File: config.mk
export PLATFORM = sky130hd
export DESIGN_NAME = sd_spi_command_engine
export DESIGN_NICKNAME = d
export VERILOG_FILES = /design/src/sdspi_pkg.sv /design/src/sd_spi_command_engine.sv /design/src/sdspi_step.sv
export SDC_FILE = /design/constraint.sdc
export NUM_CORES = 1
export LEC_CHECK = 0
export BUFFER_PORTS_ARGS = -buffer_cell sky130_fd_sc_hd__buf_2
export CAP_MARGIN = 0
export CORE_AREA = 2 2 184 186
export CTS_CLUSTER_SIZE = 28
export DETAILED_ROUTE_END_ITERATION = 7
export DIE_AREA = 0 0 186 188
export PLACE_DENSITY = 0.55
export SYNTH_ARGS = -nofsm -noshare
export SYNTH_HDL_FRONTEND = slang
export SYNTH_SLANG_ARGS = --single-unit
File: constraint.sdc
create_clock -name clk -period 18.6 [get_ports clk]
set_input_delay 0 -clock clk [delete_from_list [all_inputs] [get_ports clk]]
set_output_delay 0 -clock clk [all_outputs]
set_load 0.02 [all_outputs]
File: src/sdspi_pkg.sv
// Shared types and constants for the SPI-mode SD command engine.
// Used by sdspi_step, sd_spi_command_engine and sdspi_checker; depends on nothing.
package sdspi_pkg;

    localparam int BLOCK_BYTES = 512;
    localparam int ADDR_SHIFT  = 9;
    localparam int PLAN_DEPTH  = 7;
    localparam int COUNT_W     = 10;
    localparam int STATUS_W    = 40;

    localparam logic [7:0] START_BITS   = 8'h40;
    localparam logic [7:0] CRC_CMD8     = 8'h87;
    localparam logic [7:0] CRC_OTHER    = 8'h95;
    localparam logic [7:0] POLL_BYTE    = 8'hFF;
    localparam logic [7:0] START_TOKEN  = 8'hFE;
    localparam logic [5:0] CMD_IF_COND  = 6'd8;

    localparam logic OP_REQUEST = 1'b0;
    localparam logic OP_RECEIVE = 1'b1;

    localparam logic [1:0] KIND_SEND = 2'd0;
    localparam logic [1:0] KIND_DONE = 2'd1;
    localparam logic [1:0] KIND_DATA = 2'd2;
    localparam logic [1:0] KIND_NONE = 2'd3;

    typedef enum logic [2:0] {
        PH_IDLE    = 3'd0,
        PH_WAIT_R1 = 3'd1,
        PH_LONG    = 3'd2,
        PH_TOKEN   = 3'd3,
        PH_DATA    = 3'd4
    } phase_t;

    typedef enum logic [2:0] {
        ACT_NONE,
        ACT_FRAME,
        ACT_POLL,
        ACT_FINISH,
        ACT_DATA_POLL,
        ACT_DATA_FINISH
    } action_t;

    typedef struct packed {
        phase_t                phase;
        logic                  want_long;
        logic                  want_data;
        logic [COUNT_W-1:0]    byte_count;
        logic [STATUS_W-1:0]   response_shift;
    } engine_state_t;

    typedef struct packed {
        logic        op;
        logic [5:0]  cmd_index;
        logic [31:0] cmd_arg;
        logic        long_response;
        logic        read_block;
        logic [7:0]  miso_byte;
    } request_t;

    typedef struct packed {
        logic [1:0]          kind;
        logic [7:0]          mosi_byte;
        logic [STATUS_W-1:0] status;
        logic [7:0]          data_byte;
        logic                card_select;
        logic                last;
    } result_t;

endpackage

File: src/sd_spi_command_engine.sv
// A request's results wait in the plan register and move into the output register, one
// result per cycle unless the output stalls. A command request yields seven results, a
// received byte none, one or two, so requests flow back to back at that result rate.
// The result queue drains into the output register while the next request is taken.
// Reset (rst_n low, asynchronous) returns the engine to idle with no results pending.
// Depends on sdspi_pkg and sdspi_step.
module sd_spi_command_engine (
    input  logic        clk,
    input  logic        rst_n,
    input  logic        in_valid,
    output logic        in_ready,
    input  logic        op,
    input  logic [5:0]  cmd_index,
    input  logic [31:0] cmd_arg,
    input  logic        long_response,
    input  logic        read_block,
    input  logic [7:0]  miso_byte,
    output logic        out_valid,
    input  logic        out_ready,
    output logic [1:0]  kind,
    output logic [7:0]  mosi_byte,
    output logic [7:0]  short_status,
    output logic [39:0] long_status,
    output logic [7:0]  data_byte,
    output logic        card_select,
    output logic        last
);

    sdspi_pkg::engine_state_t                       state_reg;
    sdspi_pkg::engine_state_t                       state_next;
    sdspi_pkg::request_t                            req;
    sdspi_pkg::result_t [sdspi_pkg::PLAN_DEPTH-1:0] step_plan;
    logic [2:0]                                     step_count;
    sdspi_pkg::result_t [sdspi_pkg::PLAN_DEPTH-1:0] plan_reg;
    sdspi_pkg::result_t [sdspi_pkg::PLAN_DEPTH-1:0] plan_next;
    logic [2:0]                                     plan_count_reg;
    logic [2:0]                                     plan_count_next;
    sdspi_pkg::result_t                             out_reg;
    logic                                           out_valid_reg;
    logic                                           move;
    logic                                           accept;

    assign req.op            = op;
    assign req.cmd_index     = cmd_index;
    assign req.cmd_arg       = cmd_arg;
    assign req.long_response = long_response;
    assign req.read_block    = read_block;
    assign req.miso_byte     = miso_byte;

    sdspi_step u_step (
        .state      (state_reg),
        .req        (req),
        .state_next (state_next),
        .plan       (step_plan),
        .plan_count (step_count)
    );

    assign move     = (plan_count_reg != 3'd0) && (!out_valid_reg || out_ready);
    assign in_ready = (plan_count_reg == 3'd0) || ((plan_count_reg == 3'd1) && move);
    assign accept   = in_valid && in_ready;

    always_comb
    begin
        plan_next       = plan_reg;
        plan_count_next = plan_count_reg;
        if (accept)
        begin
            plan_next       = step_plan;
            plan_count_next = step_count;
        end
        else if (move)
        begin
            for (int i = 0; i < sdspi_pkg::PLAN_DEPTH - 1; i++)
            begin
                plan_next[i] = plan_reg[i+1];
            end
            plan_next[sdspi_pkg::PLAN_DEPTH-1] = '0;
            plan_count_next = plan_count_reg - 3'd1;
        end
    end

    always_ff @(posedge clk or negedge rst_n)
    begin
        if (!rst_n)
        begin
            state_reg      <= '0;
            plan_count_reg <= 3'd0;
            out_valid_reg  <= 1'b0;
        end
        else
        begin
            if (accept)
            begin
                state_reg <= state_next;
            end
            plan_count_reg <= plan_count_next;
            if (move)
            begin
                out_valid_reg <= 1'b1;
            end
            else if (out_ready)
            begin
                out_valid_reg <= 1'b0;
            end
        end
    end

    always_ff @(posedge clk)
    begin
        plan_reg <= plan_next;
        if (move)
        begin
            out_reg <= plan_reg[0];
        end
    end

    assign out_valid    = out_valid_reg;
    assign kind         = out_reg.kind;
    assign mosi_byte    = out_reg.mosi_byte;
    assign short_status = out_reg.status[7:0];
    assign long_status  = out_reg.status;
    assign data_byte    = out_reg.data_byte;
    assign card_select  = out_reg.card_select;
    assign last         = out_reg.last;

endmodule

File: src/sdspi_step.sv
// Combinational step of the SPI-mode SD command engine: next state and result plan.
// Depends on sdspi_pkg.
module sdspi_step (
    input  sdspi_pkg::engine_state_t                     state,
    input  sdspi_pkg::request_t                          req,
    output sdspi_pkg::engine_state_t                     state_next,
    output sdspi_pkg::result_t [sdspi_pkg::PLAN_DEPTH-1:0] plan,
    output logic [2:0]                                   plan_count
);

    sdspi_pkg::action_t            action;
    logic [31:0]                   arg_word;
    logic [sdspi_pkg::COUNT_W:0]   count_plus;
    logic [sdspi_pkg::COUNT_W-1:0] count_inc;
    logic [7:0]                    crc_byte;

    assign arg_word   = req.read_block ? (req.cmd_arg << sdspi_pkg::ADDR_SHIFT) : req.cmd_arg;
    assign count_plus = {1'b0, state.byte_count} + (sdspi_pkg::COUNT_W+1)'(1);
    assign count_inc  = count_plus[sdspi_pkg::COUNT_W-1:0];
    assign crc_byte   = (req.cmd_index == sdspi_pkg::CMD_IF_COND) ?
                        sdspi_pkg::CRC_CMD8 : sdspi_pkg::CRC_OTHER;

    always_comb
    begin
        state_next = state;
        action     = sdspi_pkg::ACT_NONE;
        if (req.op == sdspi_pkg::OP_REQUEST)
        begin
            state_next.phase          = sdspi_pkg::PH_WAIT_R1;
            state_next.want_data      = req.read_block;
            state_next.want_long      = req.read_block ? 1'b0 : req.long_response;
            state_next.byte_count     = '0;
            state_next.response_shift = '0;
            action                    = sdspi_pkg::ACT_FRAME;
        end
        else
        begin
            unique case (state.phase)
                sdspi_pkg::PH_WAIT_R1:
                begin
                    if (req.miso_byte == sdspi_pkg::POLL_BYTE)
                    begin
                        action = sdspi_pkg::ACT_POLL;
                    end
                    else
                    begin
                        state_next.response_shift = {32'd0, req.miso_byte};
                        if (state.want_data)
                        begin
                            if (req.miso_byte != 8'd0)
                            begin
                                state_next.phase = sdspi_pkg::PH_IDLE;
                                action           = sdspi_pkg::ACT_FINISH;
                            end
                            else
                            begin
                                state_next.phase = sdspi_pkg::PH_TOKEN;
                                action           = sdspi_pkg::ACT_POLL;
                            end
                        end
                        else if (state.want_long)
                        begin
                            state_next.byte_count = sdspi_pkg::COUNT_W'(1);
                            state_next.phase      = sdspi_pkg::PH_LONG;
                            action                = sdspi_pkg::ACT_POLL;
                        end
                        else
                        begin
                            state_next.phase = sdspi_pkg::PH_IDLE;
                            action           = sdspi_pkg::ACT_FINISH;
                        end
                    end
                end
                sdspi_pkg::PH_LONG:
                begin
                    unique case (state.byte_count[2:0])
                        3'd0: state_next.response_shift[7:0]   = state.response_shift[7:0]
                                                                 | req.miso_byte;
                        3'd1: state_next.response_shift[15:8]  = state.response_shift[15:8]
                                                                 | req.miso_byte;
                        3'd2: state_next.response_shift[23:16] = state.response_shift[23:16]
                                                                 | req.miso_byte;
                        3'd3: state_next.response_shift[31:24] = state.response_shift[31:24]
                                                                 | req.miso_byte;
                        3'd4: state_next.response_shift[39:32] = state.response_shift[39:32]
                                                                 | req.miso_byte;
                        default: state_next.response_shift = state.response_shift;
                    endcase
                    state_next.byte_count = count_inc;
                    if (count_inc >= sdspi_pkg::COUNT_W'(5))
                    begin
                        state_next.phase = sdspi_pkg::PH_IDLE;
                        action           = sdspi_pkg::ACT_FINISH;
                    end
                    else
                    begin
                        action = sdspi_pkg::ACT_POLL;
                    end
                end
                sdspi_pkg::PH_TOKEN:
                begin
                    if (req.miso_byte == sdspi_pkg::START_TOKEN)
                    begin
                        state_next.phase      = sdspi_pkg::PH_DATA;
                        state_next.byte_count = '0;
                    end
                    action = sdspi_pkg::ACT_POLL;
                end
                sdspi_pkg::PH_DATA:
                begin
                    if (count_plus < (sdspi_pkg::COUNT_W+1)'(sdspi_pkg::BLOCK_BYTES))
                    begin
                        state_next.byte_count = count_inc;
                        action                = sdspi_pkg::ACT_DATA_POLL;
                    end
                    else
                    begin
                        state_next.byte_count = '0;
                        state_next.phase      = sdspi_pkg::PH_IDLE;
                        action                = sdspi_pkg::ACT_DATA_FINISH;
                    end
                end
                default:
                begin
                    state_next.phase = sdspi_pkg::PH_IDLE;
                    action           = sdspi_pkg::ACT_NONE;
                end
            endcase
        end
    end

    always_comb
    begin
        sdspi_pkg::result_t send_poll;
        sdspi_pkg::result_t done;
        sdspi_pkg::result_t data;

        send_poll             = '0;
        send_poll.kind        = sdspi_pkg::KIND_SEND;
        send_poll.mosi_byte   = sdspi_pkg::POLL_BYTE;
        send_poll.card_select = 1'b1;
        send_poll.last        = 1'b1;

        done        = '0;
        done.kind   = sdspi_pkg::KIND_DONE;
        done.status = state_next.response_shift;
        done.last   = 1'b1;

        data             = '0;
        data.kind        = sdspi_pkg::KIND_DATA;
        data.data_byte   = req.miso_byte;
        data.card_select = 1'b1;

        plan       = '0;
        plan_count = 3'd0;
        unique case (action)
            sdspi_pkg::ACT_FRAME:
            begin
                for (int i = 0; i < sdspi_pkg::PLAN_DEPTH; i++)
                begin
                    plan[i]             = send_poll;
                    plan[i].last        = 1'b0;
                end
                plan[0].mosi_byte = sdspi_pkg::START_BITS | {2'b00, req.cmd_index};
                plan[1].mosi_byte = arg_word[31:24];
                plan[2].mosi_byte = arg_word[23:16];
                plan[3].mosi_byte = arg_word[15:8];
                plan[4].mosi_byte = arg_word[7:0];
                plan[5].mosi_byte = crc_byte;
                plan[6].last      = 1'b1;
                plan_count        = 3'd7;
            end
            sdspi_pkg::ACT_POLL:
            begin
                plan[0]    = send_poll;
                plan_count = 3'd1;
            end
            sdspi_pkg::ACT_FINISH:
            begin
                plan[0]    = done;
                plan_count = 3'd1;
            end
            sdspi_pkg::ACT_DATA_POLL:
            begin
                plan[0]    = data;
                plan[1]    = send_poll;
                plan_count = 3'd2;
            end
            sdspi_pkg::ACT_DATA_FINISH:
            begin
                plan[0]    = data;
                plan[1]    = done;
                plan_count = 3'd2;
            end
            default:
            begin
                plan_count = 3'd0;
            end
        endcase
    end

endmodule

==> flow_metrics.env <==
export IMPL_status="finished, final reports clean"
export IMPL_antennaDiodeCount=0
export IMPL_h_tree_depth=1
export IMPL_netlist_area_um2=11360
export IMPL_finalCritPeriodShare_pct=19.24
export IMPL_dr_first_iter_drc_count=503
export IMPL_clock_path_buffers=3
export IMPL_min_delay_path_depth=2
export IMPL_avgSynthCellArea_um2=12.43
export IMPL_ctsResizeCount=0
export IMPL_first_pass_iters=5
export IMPL_setup_tns_ns=0
export IMPL_grt_max_degree=101
export IMPL_rsz0062_at_grt="false"
export IMPL_hp_class="input pin to flip-flop"
export IMPL_num_fill_cells=3063
export IMPL_p_int_uw=1412
export IMPL_clock_power_share_pct=29.0
export IMPL_p_total_uw=2028
export IMPL_rr_worst_depth=6
export IMPL_hold_viol_final=0
export IMPL_critPathMaxStageDelay_ns=1.03
export IMPL_vias=7417
export IMPL_yosysWarnings=0
export IMPL_yosysTopAreaCellShare_pct=54.46
export IMPL_cts_tree="yes"
export IMPL_p_seq_share_pct=47.6
export IMPL_synth_area_leaders="edfxtp_1, dfrtp_1, nand2_1, o21ai_0, nor2_1"
export IMPL_r2r_end="plan_reg[38]"
export IMPL_synthSimpleGateAreaFrac_pct=12.24
export IMPL_die_y_um=188
export IMPL_numClockSinks=265
export IMPL_grt_pass1_wl_um=38070
export IMPL_syn2layout_area_growth_pct=21.70
export IMPL_core_um2=33110
export IMPL_synth_top_family_by_area="compound AO/OA/AOI/OAI gates"
export IMPL_async_reset_ff_share_pct=22.26
export IMPL_switching_power_uw=616.3
export IMPL_powerDensity_nw_per_um2=146.7
export IMPL_required_ns=18.75
export IMPL_grt_usage_pct=13.57
export IMPL_cap_violations=0
export IMPL_antenna_found_initial=0
export IMPL_grt_pass1_vias=7179
export IMPL_synthXorXnorAreaFrac_pct=0.4626
export IMPL_path_max_fanout=84
export IMPL_ir_drop_uv=72.51
export IMPL_synthFlopType="edfxtp_1"
export IMPL_postCtsHoldBufs=50
export IMPL_leakagePower_uw=0.005347
export IMPL_postRouteWirelength_um=23860
export IMPL_r2r_start="plan_count_reg[0]"
export IMPL_synth_fp_nets=976
export IMPL_critPathBufInv=2
export IMPL_clk_insertion_delay_late_ns=0.53
export IMPL_grt_overflow=0
export IMPL_end_kind="flip-flop"
export IMPL_mostFrequentLayoutCell="edfxtp_1"
export IMPL_seqCellArea_um2=7662
export IMPL_synth_cell_types=62
export IMPL_switching_share_pct=30.39
export IMPL_final_nets=1128
export IMPL_finalSetupViolations=0
export IMPL_startpoint_type="flip-flop"
export IMPL_largest_reg_flops=146
export IMPL_fmax_mhz=279.4
export IMPL_fin_crit_ns=3.579
export IMPL_numCtsBuffers=29
export IMPL_cpLargestDelayFamily="simple AND/OR/NAND/NOR gates"
export IMPL_wl_per_cell_um=15.53
export IMPL_cp_arrival_ns=3.73
export IMPL_path_class="flip-flop to flip-flop"
export IMPL_pin_count=123
export IMPL_multi_input_area_um2=3388
export IMPL_initial_core_util_pct=34.31
export IMPL_rrSetupSlack_ns=15.02
export IMPL_hold_slack_ns=0.1087
export IMPL_final_cell_mix="edfxtp_1, nand2_1, buf_2"
export IMPL_syn_inst=914
export IMPL_crit_path_cell_trace="inv_1, ha_1, a21o_1, nand3_4, nand2b_4, buf_4"
export IMPL_synth_mux_area_share_pct=2.214
export IMPL_synth_area_leader_cell="edfxtp_1"
export IMPL_synth_edf_count=206
export IMPL_die_area_um2=34970
export IMPL_vias_per_cell=4.829
export IMPL_drive_gt1_share_pct=20.68
export IMPL_slew_headroom_pct=22.99
export IMPL_place_congestion=0.7816
export IMPL_slew_violations=0
export IMPL_die_x_um=186
export IMPL_synthAdderAreaFrac_pct=0.9913
export IMPL_rows=67
export IMPL_cts_root_buffer="clkbuf_16"
export IMPL_synth_seq_cells=265
export IMPL_postCtsSetupBuffers=0
export IMPL_stdcell_area_um2=13820
export IMPL_comb_power_share_pct=23.4
export IMPL_whs_endpoint="plan_count_reg[0]"
export IMPL_place_area_um2=12340
export IMPL_dp_final_hpwl_um=15050
export IMPL_ys_seq_area_share_pct=67.45
export IMPL_detail_route_antenna_nets=0
export IMPL_finClkSkew_ns=0.01322
export IMPL_synth_compound_area_share_pct=13.47
export IMPL_worst_pin_slew_ns=1.155
export IMPL_drc=0
export IMPL_port_buffer_count=122
export IMPL_path_clk_slew_ns=0.06
export IMPL_crit_slowest_cell="nand2b_4"
export IMPL_hp_start="op"
area by class of cell:
cell class                      instances  area share, %
Clock buffer                           35          5.412
Tap cell                              448          4.055
Multi-Input combinational cell        574          24.51
Timing Repair Buffer                  180          8.471
Sequential cell                       265          55.43
Inverter                               16         0.4344
Clock inverter                         18          1.692
power by group through the flow:
stage               Clock, uW  Combinational, uW  Sequential (uW)
floorplan                   0                289             1030
global placement            0                469              975
detailed placement          0                472              979
CTS                       602                482              968
global route              626                530              986
finish                    587                475              966
how the worst max path moves through the flow:
| stage | startpoint | endpoint | slack (ns) | cells past startpoint |
|---|---|---|---|---|
| after floorplan | out_valid | plan_reg[0] | 10.77 | 3 |
| after global placement | plan_count_reg[0] | plan_reg[34] | 14.95 | 6 |
| after detailed placement | plan_count_reg[0] | plan_reg[34] | 14.93 | 6 |
| after CTS | plan_count_reg[0] | plan_reg[19] | 14.90 | 6 |
| after global routing | plan_count_reg[0] | plan_reg[76] | 14.62 | 6 |
| final | plan_count_reg[0] | plan_reg[38] | 15.02 | 6 |
metrics by stage:
stage	worst slack (ns)	cells	util (%)
final	15.02	1536	41.75
after floorplan	10.77	914	-
after detailed placement	14.93	1433	37.27
after global placement	14.95	1433	37.27
after global routing	14.62	1536	41.75
after CTS	14.90	1536	41.75
worst reg2reg max path, stage by stage (launching register included):
cell and delay, ns:
dfrtp_1 0.38, inv_1 0.11, ha_1 0.25, a21o_1 0.18, nand3_4 0.43, nand2b_4 1.04
buf_4 0.76
Yosys cell counts, types with 2 or more instances:
cell	instances
ha_1	9
a31oi_1	3
nor2_1	94
a22o_1	7
xnor2_1	5
dfrtp_1	59
nand2_1	134
nand3_1	16
buf_2	9
nand4_1	2
inv_1	16
and4_1	2
mux2i_1	24
nand4b_1	2
a21oi_1	26
nand2b_1	4
o21ai_0	88
o22ai_1	7
clkbuf_1	32
buf_1	4
o31ai_1	16
a32oi_1	9
o21ai_1	2
a21o_1	11
o21ai_2	39
buf_6	4
nand3b_1	4
a221o_1	3
a211o_1	2
edfxtp_1	206
nor3_1	11
or3_1	4
nor2b_1	2
buf_4	10
and3_1	7
nor4_1	2
nor3b_1	2
and2_1	13
cell families (layout without fill, tap and decap cells):
| kind of cell | count (synthesis) | in the layout |
|---|---|---|
| AOI/OAI and AO/OA | 226 | 226 |
| adders and majority gates | 9 | 9 |
| muxes | 25 | 25 |
| xor gates and xnor gates | 6 | 6 |
| and+or+nand+nor | 308 | 308 |
| buffers and inverters | 75 | 249 |
| DFF | 265 | 265 |
layer usage:
layer  up-vias  wire length (um)  GRT usage, %
li1       3650                 -             -
met3        40               746         1.826
met4         0               471         3.513
met5         -                 0             0
met2       142             11480         22.40
met1      3585             11170         18.82
No activity file was read; power rests on OpenSTA's default activity.
